## config.mk

```make
export PLATFORM = sky130hd
export DESIGN_NAME = cgf_back
export DESIGN_NICKNAME = d
export VERILOG_FILES = /design/src/sv/cgf_pkg.sv /design/src/sv/cgf_back.sv
export SDC_FILE = /design/constraint.sdc
export NUM_CORES = 2
export LEC_CHECK = 0
export ABC_CLOCK_PERIOD_IN_PS = 9050
export BUFFER_PORTS_ARGS = -buffer_cell sky130_fd_sc_hd__buf_2
export CAP_MARGIN = 20
export CORE_AREA = 5 5 268 270
export CTS_BUF_LIST = sky130_fd_sc_hd__clkbuf_2
export CTS_CLUSTER_SIZE = 40
export DETAILED_ROUTE_END_ITERATION = 12
export DIE_AREA = 0 0 273 275
export MAX_ROUTING_LAYER = met4
export PLACE_DENSITY = 0.61
export REMOVE_ABC_BUFFERS = 1
export SYNTH_ARGS = -nofsm -noshare
export SYNTH_HDL_FRONTEND = slang
export SYNTH_SLANG_ARGS = --single-unit
```

## constraint.sdc

```tcl
create_clock -name clk -period 9.05 [get_ports clk]
set_clock_uncertainty 0.1 [all_clocks]
set_input_delay 0.905 -clock clk [delete_from_list [all_inputs] [get_ports clk]]
set_output_delay 0.905 -clock clk [all_outputs]
set_load 0.05 [all_outputs]
```

## src/sv/cgf_pkg.sv

```systemverilog
package cgf_pkg;

	// Field and register widths.
	localparam int PIX_W      = 8;
	localparam int SIZE_W     = 11;
	localparam int COEF_W     = 8;
	localparam int KROW_W     = 3 * COEF_W;
	localparam int CFG_IDX_W  = 3;
	localparam int CFG_DATA_W = KROW_W;

	// Default maximum frame geometry.
	localparam int DEF_MAX_WIDTH  = 1024;
	localparam int DEF_MAX_HEIGHT = 1024;

	// Smallest frame size the counters honor.
	localparam int MIN_SIZE = 3;

	// Largest output value.
	localparam logic [PIX_W-1:0] PIX_MAX = 8'hFF;

	// Register indexes on the configuration port.
	localparam logic [CFG_IDX_W-1:0] REG_IMAGE_WIDTH   = 3'd0;
	localparam logic [CFG_IDX_W-1:0] REG_IMAGE_HEIGHT  = 3'd1;
	localparam logic [CFG_IDX_W-1:0] REG_KERNEL_TOP    = 3'd2;
	localparam logic [CFG_IDX_W-1:0] REG_KERNEL_MIDDLE = 3'd3;
	localparam logic [CFG_IDX_W-1:0] REG_KERNEL_BOTTOM = 3'd4;

	// Register values after reset: 640x480 and the Sobel x-kernel.
	localparam logic [SIZE_W-1:0] RST_IMAGE_WIDTH   = 11'd640;
	localparam logic [SIZE_W-1:0] RST_IMAGE_HEIGHT  = 11'd480;
	localparam logic [KROW_W-1:0] RST_KERNEL_TOP    = 24'd65791;
	localparam logic [KROW_W-1:0] RST_KERNEL_MIDDLE = 24'd131326;
	localparam logic [KROW_W-1:0] RST_KERNEL_BOTTOM = 24'd65791;

	// Job queue between the front and back halves.
	localparam int QUEUE_DEPTH = 4;
	localparam int QPTR_W      = $clog2(QUEUE_DEPTH);
	localparam int QCNT_W      = $clog2(QUEUE_DEPTH + 1);

	// One input beat.
	typedef struct packed {
		logic [PIX_W-1:0] pixel;
		logic             frame_start;
	} pix_beat_t;

	// One result beat.
	typedef struct packed {
		logic [PIX_W-1:0] gradient;
		logic             frame_last;
	} res_beat_t;

	// Configuration registers; kernel[0] is the top row.
	typedef struct packed {
		logic [SIZE_W-1:0]           image_width;
		logic [SIZE_W-1:0]           image_height;
		logic [2:0][KROW_W-1:0]      kernel;
	} cfg_t;

	// One interior window: element row*3 + k, k = 0 oldest column.
	typedef struct packed {
		logic [8:0][PIX_W-1:0] pix;
		logic                  last;
	} job_t;

endpackage

```

## src/sv/cgf_back.sv

```systemverilog
module cgf_back import cgf_pkg::*; (
	input  logic      clk,
	input  logic      arst_n,
	input  cfg_t      cfg,
	input  logic      job_valid,
	output logic      job_ready,
	input  job_t      job,
	output logic      res_valid,
	input  logic      res_ready,
	output res_beat_t res
);

	localparam int PROD_W = PIX_W + 1 + COEF_W;
	localparam int RSUM_W = PROD_W + 2;
	localparam int SUM_W  = RSUM_W + 2;
	localparam logic signed [SUM_W-1:0] SAT_HI = $signed({{(SUM_W-PIX_W){1'b0}}, PIX_MAX});

	logic signed [PROD_W-1:0] prod_s1 [9];
	logic signed [RSUM_W-1:0] rsum_s2 [3];
	logic signed [SUM_W-1:0]  total;
	logic                     valid_s1, valid_s2, valid_s3;
	logic                     last_s1, last_s2, last_s3;
	logic [PIX_W-1:0]         gradient_s3;
	logic                     adv1, adv2, adv3;

	// Each stage moves when the one after it is empty or moving.
	assign adv3      = !valid_s3 || res_ready;
	assign adv2      = !valid_s2 || adv3;
	assign adv1      = !valid_s1 || adv2;
	assign job_ready = adv1;

	always_ff @(posedge clk or negedge arst_n) begin
		if (!arst_n) begin
			valid_s1 <= 1'b0;
			valid_s2 <= 1'b0;
			valid_s3 <= 1'b0;
		end else begin
			if (adv1) begin
				valid_s1 <= job_valid;
			end
			if (adv2) begin
				valid_s2 <= valid_s1;
			end
			if (adv3) begin
				valid_s3 <= valid_s2;
			end
		end
	end

	// Stage one: nine pixel by coefficient products.
	always_ff @(posedge clk) begin
		if (adv1) begin
			for (int rr = 0; rr < 3; rr++) begin
				for (int kk = 0; kk < 3; kk++) begin
					prod_s1[rr*3 + kk] <= $signed({1'b0, job.pix[rr*3 + kk]}) *
						$signed(cfg.kernel[rr][kk*COEF_W +: COEF_W]);
				end
			end
			last_s1 <= job.last;
		end
	end

	// Stage two: one sum per kernel row.
	always_ff @(posedge clk) begin
		if (adv2) begin
			for (int rr = 0; rr < 3; rr++) begin
				rsum_s2[rr] <= RSUM_W'(prod_s1[rr*3]) + RSUM_W'(prod_s1[rr*3 + 1]) +
					RSUM_W'(prod_s1[rr*3 + 2]);
			end
			last_s2 <= last_s1;
		end
	end

	// Stage three: total and saturation into the output register.
	assign total = SUM_W'(rsum_s2[0]) + SUM_W'(rsum_s2[1]) + SUM_W'(rsum_s2[2]);

	always_ff @(posedge clk) begin
		if (adv3) begin
			if (total < 0) begin
				gradient_s3 <= '0;
			end else if (total > SAT_HI) begin
				gradient_s3 <= PIX_MAX;
			end else begin
				gradient_s3 <= total[PIX_W-1:0];
			end
			last_s3 <= last_s2;
		end
	end

	assign res_valid      = valid_s3;
	assign res.gradient   = gradient_s3;
	assign res.frame_last = last_s3;

endmodule

```

==> results.md <==
* DIE AREA at 75100 µm²
* Drt via density at 4.91
* Commonest non-fill, non-tap cell in the layout: inv_1
* Worst setup startpoint: cfg[34]
* CTS Buffer Depth at 3
* Post-synthesis sequential area ratio at 21.7%
* Starting Density at 44.5%
* Area of the mapped netlist at 30900 µm²
* Pre-Repair DR Iteration Count at 5
* Post-DRT Antenna Nets at 0
* Final WL at 62300 µm
* RSZ-0062 raised after global routing: false
* Area growth syn-to-layout at 8.36%
* Post-synth EDFFs at 221
* Fillers at 6673
* Final setup TNS at 0 ns
* Layout cells sized above 1 at 8.25%
* Tot GR Track Use at 17.7%
* HPWL Detailed at 51700 µm
* Worst-path maximum fanout at 8
* CTS tree: done
* Initial antenna violation count at 1
* Nets at 4330
* Critical path class: in2reg
* Post-Syn Instances at 3072
* Latest clock arrival within the worst-skew pair at 0.90 ns
* Final WS setup at 4.33 ns
* Pins Over Slew Limit at 0
* Worst slew pin tran at 0.846 ns
* Hold Path Class: in2async
* R2r startpoint: rsum_s2[0][39]$_DFFE_PP_
* # clock sinks at 224
* Startpoint Class: input port
* Root Buffer: clkbuf_2
* F_max at 212 MHz
* Crit. End Element: flop
* Vias in the first global route at 21998
* Grt total ovfl at 0
* Largest net degree at the start of global routing at 121
* Leak at 16.7 nW
* CTS Buf Count at 58
* Number of max-cap violations at 0
* Worst slack, placed at 3.43 ns
* CP Data Arrival Time at 5.24 ns
* Ys async rst share at 1.34%
* I/O Pins at 182
* Most common flop cell mapped by yosys: edfxtp_1
* Cell Pwr Density at 346 nW/µm²
* Initial drt markers at 828
* Slew HR at 43.6%
* Vias at 21068
* Std cell rows at 97
* Final Wtd Congestion at 0.859
* Outcome: complete, no violations
* Most frequent cells in the layout: inv_1, ha_1, fa_1, nand2_1, and2_1
* Peak VDD IR at 0.244 mV
* Reg clk slew, reported paths at 0.11 ns
* Final period util at 52.1%
* Wire length of the first global-routing pass at 107000 µm
* Synth cell types at 67
* Number of synthesized register bits at 224
* Die width at 273 µm
* Final Hold Violating Endpoints at 0
* Finish-stage setup viols at 0
* Min Tclk post-route at 4.72 ns
* Critical path required time at 9.58 ns
* Total power at 0.0116 W
* Hold slack at 0.231 ns
* Port bufs at 159
* Syn. warnings at 0
* H-Tree Depth at 2
* WL/cell at 14.5 µm
* Drt drc at 0
* Core box area at 69300 µm²
* Die Ht at 275 µm
* Syn Area/Cell at 10.0 µm²
## power by group
part	switching [W]	total, W	internal [W]
clock	0.000434	0.000705	0.000271
combinational	0.00470	0.00846	0.00377
sequential	0.000308	0.00242	0.00211
## cells by family after synthesis
group	Yosys count	share of synthesized area [%]
adder cells (fa/ha/maj)	864	44.9
AND/OR/NAND/NOR	941	15.5
flip-flops	224	21.7
buffers and inverters	607	7.39
AO/OA/AOI/OAI	289	6.25
multiplexers	4	0.130
XOR/XNOR	143	4.06
## flip-flops by register name (all words and copies together) (netlist names)
register / cells
gradient_s3: 8
last_s3: 1
res_valid: 1
prod_s1: 153
valid_s2: 1
valid_s1: 1
last_s2: 1
rsum_s2: 57
last_s1: 1
## timing repair
action / in CTS / in global routing
hold buffers: 3 / 0
hold endpoints to repair: 5 / 0
gates resized for setup: 0 / 0
buffers inserted: 0 / 0
## synth_stat cells (28+ instances only)
library cell  number  area (µm²)
fa_1             407        8150
o21ai_0           55         275
nand3_1           33         165
inv_1            605        2270
ha_1             457        5720
edfxtp_1         221        6640
nor2b_1           28         175
nor3_1            42         210
nor2_1           123         462
and2_1           289        1810
xnor2_1          124        1090
a21oi_1           85         425
nand2_1          293        1100
nand2b_1          61         382
## path summary, 6_finish.rpt
kind	end	slack, ns	cells past startpoint
min in group clk	prod_s1[0][34]$_DFFE_PP_	0.32	2
max	prod_s1[0][84]$_DFFE_PP_	4.33	17
min	valid_s2$_DFFE_PN0P_	0.23	2
max reg2reg	gradient_s3[7]$_SDFFCE_PN0P_	5.09	11
min reg2reg	last_s2$_DFFE_PP_	0.33	0
max in group asynchronous	res_valid$_DFFE_PN0P_	8.52	2
## worst max-delay path: stages
cell and delay (ns):
buf_2 0.17, and2_1 0.18, fa_1 0.42, inv_1 0.08, fa_1 0.43, fa_1 0.51, fa_1 0.49, inv_1 0.06
ha_1 0.31, nor2b_1 0.14, o21ai_0 0.19, a21boi_0 0.14, o21ai_0 0.24, a21oi_1 0.13, a41o_1 0.27, o41ai_1 0.30
xnor2_1 0.28
## final cells by class
type | count | area, µm² | share of cell area (%)
flip-flops and latches | 224 | 6710 | 20.1
multi-input cells | 2241 | 21900 | 65.4
well taps | 940 | 1180 | 3.52
clock inverters | 32 | 160 | 0.479
repair buffers | 165 | 861 | 2.57
diodes | 2 | 5.00 | 0.0150
clock buffers | 78 | 390 | 1.17
inverters | 605 | 2270 | 6.79
## metrics by stage
step           cells  cell area [µm²]  util [%]
6_report        4287            33400      48.3
5_1_grt         4287            33400      48.3
4_1_cts         4285            33400      48.3
3_5_place_dp    4172            32900      47.4
3_3_place_gp    4172            32900      47.4
2_1_floorplan   3070            30900         -
## routing by layer
layer	global-route usage (%)	routed length [µm]
met1	23.9	29500
met2	29.7	30300
met3	2.02	1850
met4	2.75	699
met5	-	0
(Power assumes the default switching activity.)
