## config.mk

```make
export PLATFORM = sky130hd
export DESIGN_NAME = cgf_queue
export DESIGN_NICKNAME = d
export VERILOG_FILES = /design/src/sv/cgf_pkg.sv /design/src/sv/cgf_queue.sv
export SDC_FILE = /design/constraint.sdc
export NUM_CORES = 1
export LEC_CHECK = 0
export ABC_AREA = 1
export BUFFER_PORTS_ARGS = -buffer_cell sky130_fd_sc_hd__buf_2
export CELL_PAD_IN_SITES_DETAIL_PLACEMENT = 0
export CELL_PAD_IN_SITES_GLOBAL_PLACEMENT = 1
export CORE_ASPECT_RATIO = 0.75
export CORE_MARGIN = 2
export CORE_UTILIZATION = 50
export DETAILED_ROUTE_END_ITERATION = 8
export GPL_TIMING_DRIVEN = 0
export PLACE_DENSITY_LB_ADDON = 0.1
export RECOVER_POWER = 100
export REMOVE_ABC_BUFFERS = 1
export SLEW_MARGIN = 15
export SYNTH_ARGS = -nofsm -noshare
export SYNTH_HDL_FRONTEND = slang
export SYNTH_SLANG_ARGS = --single-unit
export TNS_END_PERCENT = 50
```

## constraint.sdc

```tcl
create_clock -name clk -period 4.7 [get_ports clk]
set_clock_uncertainty 0.15 [all_clocks]
set_input_delay 0.705 -clock clk [delete_from_list [all_inputs] [get_ports clk]]
set_output_delay 0.705 -clock clk [all_outputs]
set_load 0.005 [all_outputs]
```

## src/sv/cgf_pkg.sv

```systemverilog
package cgf_pkg;

	// Field and register widths.
	localparam int PIX_W      = 8;
	localparam int SIZE_W     = 11;
	localparam int COEF_W     = 8;
	localparam int KROW_W     = 3 * COEF_W;
	localparam int CFG_IDX_W  = 3;
	localparam int CFG_DATA_W = KROW_W;

	// Default maximum frame geometry.
	localparam int DEF_MAX_WIDTH  = 1024;
	localparam int DEF_MAX_HEIGHT = 1024;

	// Smallest frame size the counters honor.
	localparam int MIN_SIZE = 3;

	// Largest output value.
	localparam logic [PIX_W-1:0] PIX_MAX = 8'hFF;

	// Register indexes on the configuration port.
	localparam logic [CFG_IDX_W-1:0] REG_IMAGE_WIDTH   = 3'd0;
	localparam logic [CFG_IDX_W-1:0] REG_IMAGE_HEIGHT  = 3'd1;
	localparam logic [CFG_IDX_W-1:0] REG_KERNEL_TOP    = 3'd2;
	localparam logic [CFG_IDX_W-1:0] REG_KERNEL_MIDDLE = 3'd3;
	localparam logic [CFG_IDX_W-1:0] REG_KERNEL_BOTTOM = 3'd4;

	// Register values after reset: 640x480 and the Sobel x-kernel.
	localparam logic [SIZE_W-1:0] RST_IMAGE_WIDTH   = 11'd640;
	localparam logic [SIZE_W-1:0] RST_IMAGE_HEIGHT  = 11'd480;
	localparam logic [KROW_W-1:0] RST_KERNEL_TOP    = 24'd65791;
	localparam logic [KROW_W-1:0] RST_KERNEL_MIDDLE = 24'd131326;
	localparam logic [KROW_W-1:0] RST_KERNEL_BOTTOM = 24'd65791;

	// Job queue between the front and back halves.
	localparam int QUEUE_DEPTH = 4;
	localparam int QPTR_W      = $clog2(QUEUE_DEPTH);
	localparam int QCNT_W      = $clog2(QUEUE_DEPTH + 1);

	// One input beat.
	typedef struct packed {
		logic [PIX_W-1:0] pixel;
		logic             frame_start;
	} pix_beat_t;

	// One result beat.
	typedef struct packed {
		logic [PIX_W-1:0] gradient;
		logic             frame_last;
	} res_beat_t;

	// Configuration registers; kernel[0] is the top row.
	typedef struct packed {
		logic [SIZE_W-1:0]           image_width;
		logic [SIZE_W-1:0]           image_height;
		logic [2:0][KROW_W-1:0]      kernel;
	} cfg_t;

	// One interior window: element row*3 + k, k = 0 oldest column.
	typedef struct packed {
		logic [8:0][PIX_W-1:0] pix;
		logic                  last;
	} job_t;

endpackage

```

## src/sv/cgf_queue.sv

```systemverilog
module cgf_queue import cgf_pkg::*; (
	input  logic              clk,
	input  logic              arst_n,
	input  logic              push,
	input  job_t              push_data,
	output logic [QCNT_W-1:0] space,
	output logic              pop_valid,
	input  logic              pop_ready,
	output job_t              pop_data
);

	job_t              mem_q [QUEUE_DEPTH];
	logic [QPTR_W-1:0] wr_ptr_q, rd_ptr_q;
	logic [QCNT_W-1:0] count_q;
	logic              pop;

	assign pop       = pop_valid && pop_ready;
	assign pop_valid = count_q != '0;
	assign pop_data  = mem_q[rd_ptr_q];
	assign space     = QCNT_W'(QUEUE_DEPTH) - count_q;

	// Storage.
	always_ff @(posedge clk) begin
		if (push) begin
			mem_q[wr_ptr_q] <= push_data;
		end
	end

	// Pointers and fill level.
	always_ff @(posedge clk or negedge arst_n) begin
		if (!arst_n) begin
			wr_ptr_q <= '0;
			rd_ptr_q <= '0;
			count_q  <= '0;
		end else begin
			if (push) begin
				wr_ptr_q <= (wr_ptr_q == QPTR_W'(QUEUE_DEPTH - 1)) ? '0 :
					QPTR_W'(wr_ptr_q + QPTR_W'(1));
			end
			if (pop) begin
				rd_ptr_q <= (rd_ptr_q == QPTR_W'(QUEUE_DEPTH - 1)) ? '0 :
					QPTR_W'(rd_ptr_q + QPTR_W'(1));
			end
			if (push && !pop) begin
				count_q <= QCNT_W'(count_q + QCNT_W'(1));
			end else if (pop && !push) begin
				count_q <= QCNT_W'(count_q - QCNT_W'(1));
			end
		end
	end

	// The front must never write into a full queue.
	a_no_overflow: assert property (@(posedge clk) disable iff (!arst_n)
		push |-> count_q != QCNT_W'(QUEUE_DEPTH) || pop)
		else $error("job queue overflow");

	// A lone push grows the queue by exactly one entry.
	a_push_count: assert property (@(posedge clk) disable iff (!arst_n)
		push && !pop |=> count_q == QCNT_W'($past(count_q) + QCNT_W'(1)))
		else $error("job queue count out of step");

endmodule

```

==> results of run 1 <==
==> worst min-delay path by stage <==
stage | endpoint | cells after the start | startpoint | slack [ns]
2_1_floorplan | count_q[0] | 0 | arst_n | 0.26
3_3_place_gp | count_q[2] | 2 | count_q[2] | 0.31
3_5_place_dp | count_q[2] | 2 | count_q[2] | 0.31
4_1_cts | mem_q[1][9] | 1 | push_data[9] | 0.21
5_1_grt | mem_q[2][10] | 1 | push_data[10] | 0.26
6_report | mem_q[0][3] | 1 | push_data[3] | 0.28
==> metal layers <==
metal / vias up / track usage / share of wire / wire, um
met5: - / 0 / 0 / 0
met4: 0 / 0.03495 / 0.019 / 395
met3: 32 / 0.04478 / 0.063 / 1321
met2: 121 / 0.2831 / 0.47 / 9899
met1: 3102 / 0.2175 / 0.45 / 9376
li1: 3448 / - / - / -
==> power groups by stage <==
stage               combinational (W)  sequential (W)  clock (W)
floorplan                     0.00151         0.00364          0
global placement              0.00250         0.00374          0
detailed placement            0.00260         0.00364          0
CTS                           0.00261         0.00358    0.00216
global route                  0.00280         0.00364    0.00228
finish                        0.00244         0.00359    0.00212
==> cell families after synthesis <==
logic type,count (synthesis),share of synthesized area
AOI/OAI and AO/OA,151,0.09322
xor gates and xnor gates,1,0.0007284
adders and majority gates,9,0.009988
buffers and inverters,211,0.07813
DFF,299,0.7437
and+or+nand+nor,237,0.07428
==> worst reg2reg max path, stage by stage, from the launching register on <==
cell        delay (ns)
dfrtp_1           0.41
ha_1              0.22
nand2_1           0.07
clkinvlp_2        1.31
clkbuf_2          1.08
==> cells in the final DEF (no fill, tap or decap) <==
cell / count
edfxtp_1: 292
nand2_1: 231
inv_1: 156
o211ai_1: 146
clkbuf_1: 116
buf_2: 40
clkbuf_16: 29
ha_1: 8
clkinv_1: 8
dfrtp_1: 6
clkinv_2: 5
clkinvlp_2: 4
nor2_1: 4
o21ai_0: 3
clkbuf_2: 3
buf_16: 3
a21oi_1: 2
clkinvlp_4: 2
bufinv_16: 2
inv_8: 1
inv_4: 1
xnor2_1: 1
nand3_1: 1
nand4_1: 1
fa_1: 1
dlygate4sd3_1: 1
buf_12: 1
dfrtp_4: 1
==> flip-flops by register name (all words and copies together) (netlist names) <==
name	count
count_q	3
mem_q	292
rd_ptr_q	2
wr_ptr_q	2
==> stage by stage <==
| stage | cell area, sq um | util | setup TNS (ns) | hold WS (ns) | setup slack [ns] |
|---|---|---|---|---|---|
| global placement | 12840 | 0.5399 | -194.92 | 0.3086 | -2.733 |
| detailed placement | 13050 | 0.5487 | 0 | 0.3082 | 1.881 |
| CTS | 13930 | 0.5856 | 0 | 0.2148 | 1.306 |
| finish | 13720 | 0.5766 | 0 | 0.2762 | 0.8988 |
| global route | 13720 | 0.5766 | 0 | 0.2600 | 0.5545 |
| floorplan | 11700 | - | 0 | 0.2594 | 0.8430 |
==> layout make-up <==
cell class / instances / area [sq um] / share of cell area
flip-flops and latches: 299 / 8947 / 0.6523
multi-input cells: 398 / 2143 / 0.1563
repair buffers: 161 / 752.0 / 0.05483
clock buffers: 32 / 737.0 / 0.05373
inverters: 162 / 623.1 / 0.04543
well taps: 306 / 382.9 / 0.02791
clock inverters: 17 / 130.1 / 0.009487
==> qor.csv, run 1 <==
metric,value,unit
Critical Path Sink,mem_q[3][36],
clk_lat worst skew,0.53,ns
Pre-Repair DR Iteration Count,4,
CP endpoint kind,register,
Int Power,0.005508,W
Max stage delay on crit path,1.31,ns
FF-to-FF End,mem_q[3][36],
Worst EP required,4.57,ns
DR DRC count,0,
"area leader, netlist",edfxtp_1,
root buffer cell,clkbuf_16,
Synth Instances,908,
post-cts resize count,0,
number of antenna violations at the first check in global routing,0,
FF-to-FF path depth,4,
R2R setup slack,0.90,ns
Post-Layout Cell Count,1375,
CTS Hold Bufs,1,
Initial Util,0.5056,
CP Max Fanout,41,
Reg power frac,0.441,
Final Hold Viols,0,
Post-synth EDFFs,292,
top-area cell type share of the netlist area,0.7291,
die footprint,0.02532,sq mm
largest net degree at the start of global routing,169,
Pwr Density,594.0,mW/mm^2
Yosys cell types,18,
final-stage net count,1137,
WL per Instance,15.27,um
HPWL Detailed,11470,um
Critical path origin,wr_ptr_q[0],
Overall Global Routing Usage,0.1667,
static leakage,5.233,nW
Clock Tree Buf Depth,3,
# port buffers,153,
Startpoint Class,register,
post-layout min period,3.801,ns
global-route wire length before repair,32910,um
maximum VDD drop,0.0003577,V
number of global-route vias before repair,6260,
crit path cell chain,ha_1 -> nand2_1 -> clkinvlp_2 -> clkbuf_2,
MaxCap Viol Count,4,
"Async S/R FF share, synth",0.02341,
Achievable Freq,0.2631,GHz
RePlAce Congestion,0.6911,
Total Routed Length,20990,um
share of total power in the clock network,0.260,
# IOs,154,
RSZ-0062 raised after global routing,false,
Filler cells,1987,
"count leader, synth",edfxtp_1,
CTS sink cnt,299,
# diodes,0,
Slew @ Worst Pin,1.739,ns
critical path's top delay family,buffers and inverters,
CTS tree,built,
P_sw,0.002640,W
Slew HR,-0.1658,
row cnt,49,
Synth area leaders,"edfxtp_1 73%, o211ai_1 9.1%, nand2_1 7.2%",
syn_area_per_cell,13.25,sq um
slowest CP cell,clkinvlp_2,
post-route ant nets,0,
critical path depth,4,
critical path class,register to register,
HP Class,primary input to register,
detailed-route via count,6703,
total CTS buffers,29,
fin. max-slew vios,143,
combinational fraction of design power,0.299,
Power Total,0.008148,W
die span in x,183.1,um
Worst Path Buf+Inv,2,
crit share post-route,0.8088,
CORE AREA,0.02379,sq mm
clock slew at reported path FFs,0.06,ns
Switching Share,0.3240,
RR Startpoint,wr_ptr_q[0],
status,"finished, violations left",
failing checks,"capacitance limit, slew limit",
DR iter-0 viols,360,
H-tree depth,1,
Ys Warns,0,
Seq cells post-synth,299,
die span in y,138.3,um
layout cells sized above 1,0.08606,
"Seq/Total Area, Yosys",0.7437,
vias per inst,4.875,
CP arrival,3.67,ns
Placed Cells,1325,
Post-Syn Area,0.01203,sq mm
P&R area growth vs syn,14.05,%
Final setup viols,0,
top_reg_cell synth,edfxtp_1,
most frequent cells after synthesis,"292 x edfxtp_1, 231 x nand2_1, 161 x inv_1, 146 x o211ai_1, 28 x buf_2",
Post-CTS Setup Inserts,0,
GR Overflow Total,0,
No activity file was read; power rests on OpenSTA's default activity.
==> run 2: changes to the inputs <==
--- a/config.mk
+++ b/config.mk
@@ -11,7 +11,7 @@
 export CELL_PAD_IN_SITES_GLOBAL_PLACEMENT = 1
 export CORE_ASPECT_RATIO = 0.75
 export CORE_MARGIN = 2
-export CORE_UTILIZATION = 50
+export CORE_UTILIZATION = 42
 export DETAILED_ROUTE_END_ITERATION = 8
 export GPL_TIMING_DRIVEN = 0
 export PLACE_DENSITY_LB_ADDON = 0.1
==> constraint.sdc (replaced) <==
create_clock -name clk -period 3.3 [get_ports clk]
set_clock_uncertainty 0.15 [all_clocks]
set_input_delay 0.495 -clock clk [delete_from_list [all_inputs] [get_ports clk]]
set_output_delay 0.495 -clock clk [all_outputs]
set_load 0.005 [all_outputs]
==> run 2 against run 1 <==
  * The run still ends with capacitance limit, slew limit left
  * Combinational power up 57%
  * Cell count up 12%
  * Total power up 48%
  * Largest cell class unchanged
  * First-iteration DRC count down 13%
  * Largest power group unchanged
  * Sequential share of layout area down 4.3 points
  * Clock power up 49%
  * Cell area up 7.1%
  * Non-clock buffer count up 74
  * Global-route usage down 0.68 points
  * Worst setup slack worse by 0.72 ns
  * Sequential power up 42%
  * Register-to-register slack worse by 0.57 ns
==> qor.csv, run 2 (synthesis results as in run 1) <==
metric,value,unit,change
GR Overflow Total,0,,unchanged
biggest regs,"mem_q x292, count_q x3",,
P&R area growth vs syn,22.10,%,
critical path's top delay family,buffers and inverters,,
final instance area,0.01468,sq mm,+7.1%
crit share post-route,0.9467,,
largest net degree at the start of global routing,97,,-43%
Post-Route Setup TNS,0,ns,unchanged
max reg flops,292,,unchanged
Worst EP required,2.65,ns,-1.92 ns
global-route wire length before repair,36360,um,+11%
CTS sink cnt,299,,unchanged
Max stage delay on crit path,0.69,ns,-0.62 ns
failing checks,"capacitance limit, slew limit",,
most frequent cells in the layout,"292 x edfxtp_1, 231 x nand2_1, 158 x inv_1, 146 x o211ai_1, 127 x clkbuf_1",,
Clock Tree Buf Depth,3,,unchanged
die span in y,150.5,um,+8.8%
DR iter-0 viols,314,,-13%
total CTS buffers,31,,+6.9%
placed cell area,0.01318,sq mm,+0.97%
slowest CP cell,dfrtp_4,,
root buffer cell,clkbuf_16,,
Post-CTS Setup Inserts,0,,unchanged
H-tree depth,1,,unchanged
row cnt,53,,+8.2%
fin. max-slew vios,66,,-54%
# port buffers,153,,unchanged
"most common cell after layout, fill and taps aside",edfxtp_1,,
post-layout min period,3.124,ns,
status,"finished, violations left",,
vias per inst,4.606,,-5.5%
MaxCap Viol Count,2,,-2
Final Hold Viols,0,,unchanged
# diodes,0,,unchanged
RePlAce Congestion,0.6859,,-0.75%
Util after Layout,0.5223,,-0.05433
maximum VDD drop,0.0004637,V,+30%
RSZ-0062 raised after global routing,false,,
Total Routed Length,24210,um,+15%
layout cells sized above 1,0.08073,,-0.005333
CP endpoint kind,output port,,
number of antenna violations at the first check in global routing,0,,unchanged
post-route ant nets,0,,unchanged
Biggest register,mem_q,,
CTS tree,built,,
HPWL Detailed,12560,um,+9.5%
Initial Util,0.4277,,-0.07784
clock slew at reported path FFs,0.06,ns,about the same
DR DRC count,0,,unchanged
Overall Global Routing Usage,0.1599,,-0.006836
CP Max Fanout,44,,+7.3%
Slew @ Worst Pin,1.603,ns,-0.1360 ns
number of global-route vias before repair,6795,,+8.5%
die span in x,199.4,um,+8.9%
Worst Path Buf+Inv,4,,+2
hold slack,0.1026,ns,-0.1736 ns
static leakage,5.627,nW,+7.5%
Final setup viols,0,,unchanged
final-stage net count,1213,,+6.7%
CP arrival,2.48,ns,-1.19 ns
detailed-route via count,7080,,+5.6%
CORE AREA,0.02812,sq mm,+18%
clk_lat worst skew,0.56,ns,+0.03 ns
Startpoint Class,register,,
Achievable Freq,0.3201,GHz,
die footprint,0.03002,sq mm,+19%
WL per Instance,15.75,um,+3.2%
Pre-Repair DR Iteration Count,4,,unchanged
Pwr Density,821.8,mW/mm^2,+38%
Slew HR,-0.06991,,+0.09585
critical path class,register to output port,,
crit path cell chain,buf_16 -> inv_8 -> buf_12 -> o211ai_1 -> nand2_1 -> buf_2,,
HP Class,primary input to register,,
# IOs,154,,unchanged
## run 2: cell count changes in the layout (fill, tap and decap cells not counted), moves of 4 or more
cell           before  now
clkbuf_2            3    7
clkbuf_8            0    4
clkinv_2            5    1
buf_2              40   34
clkbuf_1          116  127
dlygate4sd3_1       1   72
## run 2: through the flow
step | cells | power [W] | setup slack, ns
detailed placement | 1405 | 0.009004 | 0.5792
floorplan | 859 | 0.007325 | -0.3470
CTS | 1536 | 0.01239 | 0.004387
global placement | 1397 | 0.008999 | -4.327
finish | 1537 | 0.01207 | 0.1759
global route | 1537 | 0.01293 | 0.02637
## run 2: worst paths after layout
| path | from | endpoint | slack [ns] | cells after the start |
|---|---|---|---|---|
| min in group asynchronous | arst_n | rd_ptr_q[0] | 0.22 | 2 |
| min | push | wr_ptr_q[0] | 0.10 | 2 |
| max in group asynchronous | arst_n | rd_ptr_q[1] | 2.46 | 2 |
| min reg2reg | count_q[2] | count_q[2] | 0.34 | 2 |
| max | rd_ptr_q[1] | pop_data[49] | 0.18 | 6 |
| max reg2reg | wr_ptr_q[0] | mem_q[0][29] | 0.33 | 5 |
## run 2: layer usage
metal	global-route usage	vias to the layer above	part of all wire
met5	0	-	0
met4	0.03556	0	0.015
met3	0.04458	28	0.057
met2	0.2685	130	0.47
met1	0.2081	3322	0.46
li1	-	3600	-
## run 2: where the power goes
part,internal (W),switching (W),total [W]
sequential,0.00489,0.000220,0.00510
combinational,0.00137,0.00245,0.00382
clock,0.00182,0.00132,0.00315
total,0.00808,0.00399,0.0121
## run 2: timing repair
item,4_1_cts,5_1_grt
hold buffers,72,0
endpoints found under the hold margin,291,0
endpoints found under the setup margin,16,35
resized for setup,2,2
gates cloned,1,1
## run 2: area by class of cell
type	count	area [sq um]
clock buffer	50	887.1
clock inverter	8	41.29
fill	2581	13430
inverter	162	643.1
multi-input combinational	398	2143
sequential	299	8947
tap	385	481.7
timing repair buffer	235	1540
==> run 3: changes to the inputs <==
--- a/config.mk
+++ b/config.mk
@@ -6,13 +6,13 @@
 export NUM_CORES = 1
 export LEC_CHECK = 0
 export ABC_AREA = 1
-export BUFFER_PORTS_ARGS = -buffer_cell sky130_fd_sc_hd__buf_2
 export CELL_PAD_IN_SITES_DETAIL_PLACEMENT = 0
 export CELL_PAD_IN_SITES_GLOBAL_PLACEMENT = 1
 export CORE_ASPECT_RATIO = 0.75
 export CORE_MARGIN = 2
-export CORE_UTILIZATION = 42
+export CORE_UTILIZATION = 47
 export DETAILED_ROUTE_END_ITERATION = 8
+export DONT_BUFFER_PORTS = 1
 export GPL_TIMING_DRIVEN = 0
 export PLACE_DENSITY_LB_ADDON = 0.1
 export RECOVER_POWER = 100
==> run 3 against run 2 <==
  * The run still ends with capacitance limit, slew limit left
  * Total power down 4.9%
  * Fmax up 1.9%
  * Sequential cell count unchanged
  * Global-route usage up 1.3 points
  * Worst setup slack better by 0.058 ns
  * Wire length down 4.9%
  * Utilization up 3.7 points
  * Critical path type unchanged
==> qor.csv, run 3 (synthesis results as in run 1) <==
metric,value,unit,change
Worst Hold Path EP,count_q[0],,
GR Overflow Total,0,,unchanged
die span in x,188.7,um,-5.4%
Initial Util,0.4806,,+0.05287
MaxCap Viol Count,4,,+2
# port buffers,0,,-100%
Total Routed Length,23030,um,-4.9%
P_sw,0.003786,W,-5.1%
P&R area growth vs syn,16.30,%,
Int Power,0.007689,W,-4.8%
failing checks,"capacitance limit, slew limit",,
fin. max-slew vios,160,,+140%
CTS sink cnt,299,,unchanged
HP Start,push,,
FF-to-FF End,mem_q[2][30],,
number of global-route vias before repair,6806,,+0.16%
Final setup viols,0,,unchanged
Multi-input gate area,0.002143,sq mm,unchanged
post-route ant nets,0,,unchanged
final instance area,0.01399,sq mm,-4.7%
maximum VDD drop,0.0006950,V,+50%
share of total power in the clock network,0.276,,+0.015
DR DRC count,0,,unchanged
total CTS buffers,30,,-3.2%
Clock Tree Buf Depth,3,,unchanged
die footprint,0.02690,sq mm,-10%
# IOs,154,,unchanged
Final Hold Viols,0,,unchanged
critical path class,register to output port,,
RR Startpoint,wr_ptr_q[0],,
register area,0.008947,sq mm,unchanged
HP Class,primary input to register,,
Switching Share,0.3299,,-0.0005370
clock slew at reported path FFs,0.06,ns,about the same
R2R setup slack,0.31,ns,-0.02 ns
detailed-route via count,6779,,-4.3%
Achievable Freq,0.3261,GHz,+1.9%
die span in y,142.5,um,-5.3%
Pre-Repair DR Iteration Count,5,,+1
layout cells sized above 1,0.04925,,-0.03148
Post-Layout Cell Count,1334,,-13%
"most common cell after layout, fill and taps aside",edfxtp_1,,
RePlAce Congestion,0.6772,,-1.3%
largest net degree at the start of global routing,157,,+62%
HPWL Detailed,12610,um,+0.42%
post-layout min period,3.066,ns,-0.05761 ns
placed cell area,0.01232,sq mm,-6.5%
Setup WS post-layout,0.2335,ns,+0.05761 ns
CTS tree,built,,
status,"finished, violations left",,
final-stage net count,1059,,-13%
DR iter-0 viols,314,,unchanged
static leakage,5.332,nW,-5.2%
Slew HR,-0.3624,,-0.2925
Util after Layout,0.5590,,+0.03670
CP arrival,2.42,ns,-0.06 ns
combinational fraction of design power,0.277,,-0.039
RSZ-0062 raised after global routing,false,,
CP endpoint kind,output port,,
number of antenna violations at the first check in global routing,1,,+1
Placed Cells,1204,,-14%
clk_lat worst skew,0.54,ns,-0.02 ns
global-route wire length before repair,36020,um,-0.93%
Pwr Density,820.3,mW/mm^2,-0.18%
Reg power frac,0.446,,+0.023
pre-CTS setup slack,0.6293,ns,+0.05007 ns
row cnt,50,,-5.7%
most frequent cells in the layout,"292 x edfxtp_1, 231 x nand2_1, 160 x inv_1, 146 x o211ai_1, 75 x dlygate4sd3_1",,
Worst EP required,2.65,ns,about the same
WL per Instance,17.26,um,+9.6%
vias per inst,5.082,,+10%
Biggest register,mem_q,,
FF-to-FF path depth,5,,unchanged
H-tree depth,1,,unchanged
max reg flops,292,,unchanged
Overall Global Routing Usage,0.1726,,+0.01271
biggest regs,"mem_q x292, count_q x3",,
CORE AREA,0.02502,sq mm,-11%
Filler cells,2024,,-22%
CP Max Fanout,48,,+9.1%
Slew @ Worst Pin,2.041,ns,+0.4383 ns
crit share post-route,0.9292,,-0.01746
hold depth,2,,unchanged
Startpoint Class,register,,
root buffer cell,clkbuf_16,,
-- run 3: cell count changes in the layout (fill, tap and decap cells not counted), sizes merged --
cell         before  now
dlygate4sd3      72   75
diode             0    1
bufinv            1    2
clkbuf          170   37
buf              43    7
clkinv            7   15
-- run 3: power groups by stage --
stage / registers (W) / clock network (W) / logic [W]
6_report: 0.00512 / 0.00317 / 0.00318
5_1_grt: 0.00518 / 0.00339 / 0.00361
4_1_cts: 0.00511 / 0.00325 / 0.00328
3_5_place_dp: 0.00519 / 0 / 0.00317
3_3_place_gp: 0.00534 / 0 / 0.00295
2_1_floorplan: 0.00518 / 0 / 0.00214
-- run 3: how the worst max path moves through the flow --
stage	from	slack, ns	endpoint
after global routing	rd_ptr_q[0]	0.03	pop_data[1]
after CTS	rd_ptr_q[1]	0.04	pop_data[53]
after global placement	rd_ptr_q[1]	-4.27	pop_data[1]
after floorplan	rd_ptr_q[0]	-0.35	pop_data[0]
after detailed placement	rd_ptr_q[1]	0.63	pop_data[53]
final	rd_ptr_q[1]	0.23	pop_data[1]
-- run 3: stage by stage --
stage	total power (W)	setup TNS, ns	hold slack (ns)
after global placement	0.008298	-509.40	0.04987
final	0.01147	0	0.05688
after floorplan	0.007325	-25.33	0.04941
after global routing	0.01218	0	0.04271
after CTS	0.01164	0	0.03933
after detailed placement	0.008357	0	0.04985
-- run 3: layout make-up --
cell class / count / area share
flip-flops and latches: 299 / 0.6397
multi-input cells: 398 / 0.1532
repair buffers: 82 / 0.06584
clock buffers: 37 / 0.05707
inverters: 162 / 0.04473
well taps: 338 / 0.03024
clock inverters: 17 / 0.009035
diodes: 1 / 0.0001789
-- run 3: timing repair --
item	CTS	global route
setup buffers	0	0
endpoints found under the hold margin	301	0
endpoints found under the setup margin	0	44
hold buffers	75	0
gates resized for setup	0	2
-- run 3: per-layer routing --
layer,up-vias,wire length (um),GRT usage
li1,3301,-,-
met1,3288,9692,0.2087
met2,150,11320,0.3067
met3,40,1550,0.05030
met4,0,465,0.04112
met5,-,0,0
-- run 3: critical path, cell delays in order, from the launching register on --
cell and delay [ns]:
dfrtp_4 0.66, buf_16 0.30, inv_6 0.30, buf_16 0.29
o211ai_1 0.13, nand2_1 0.18
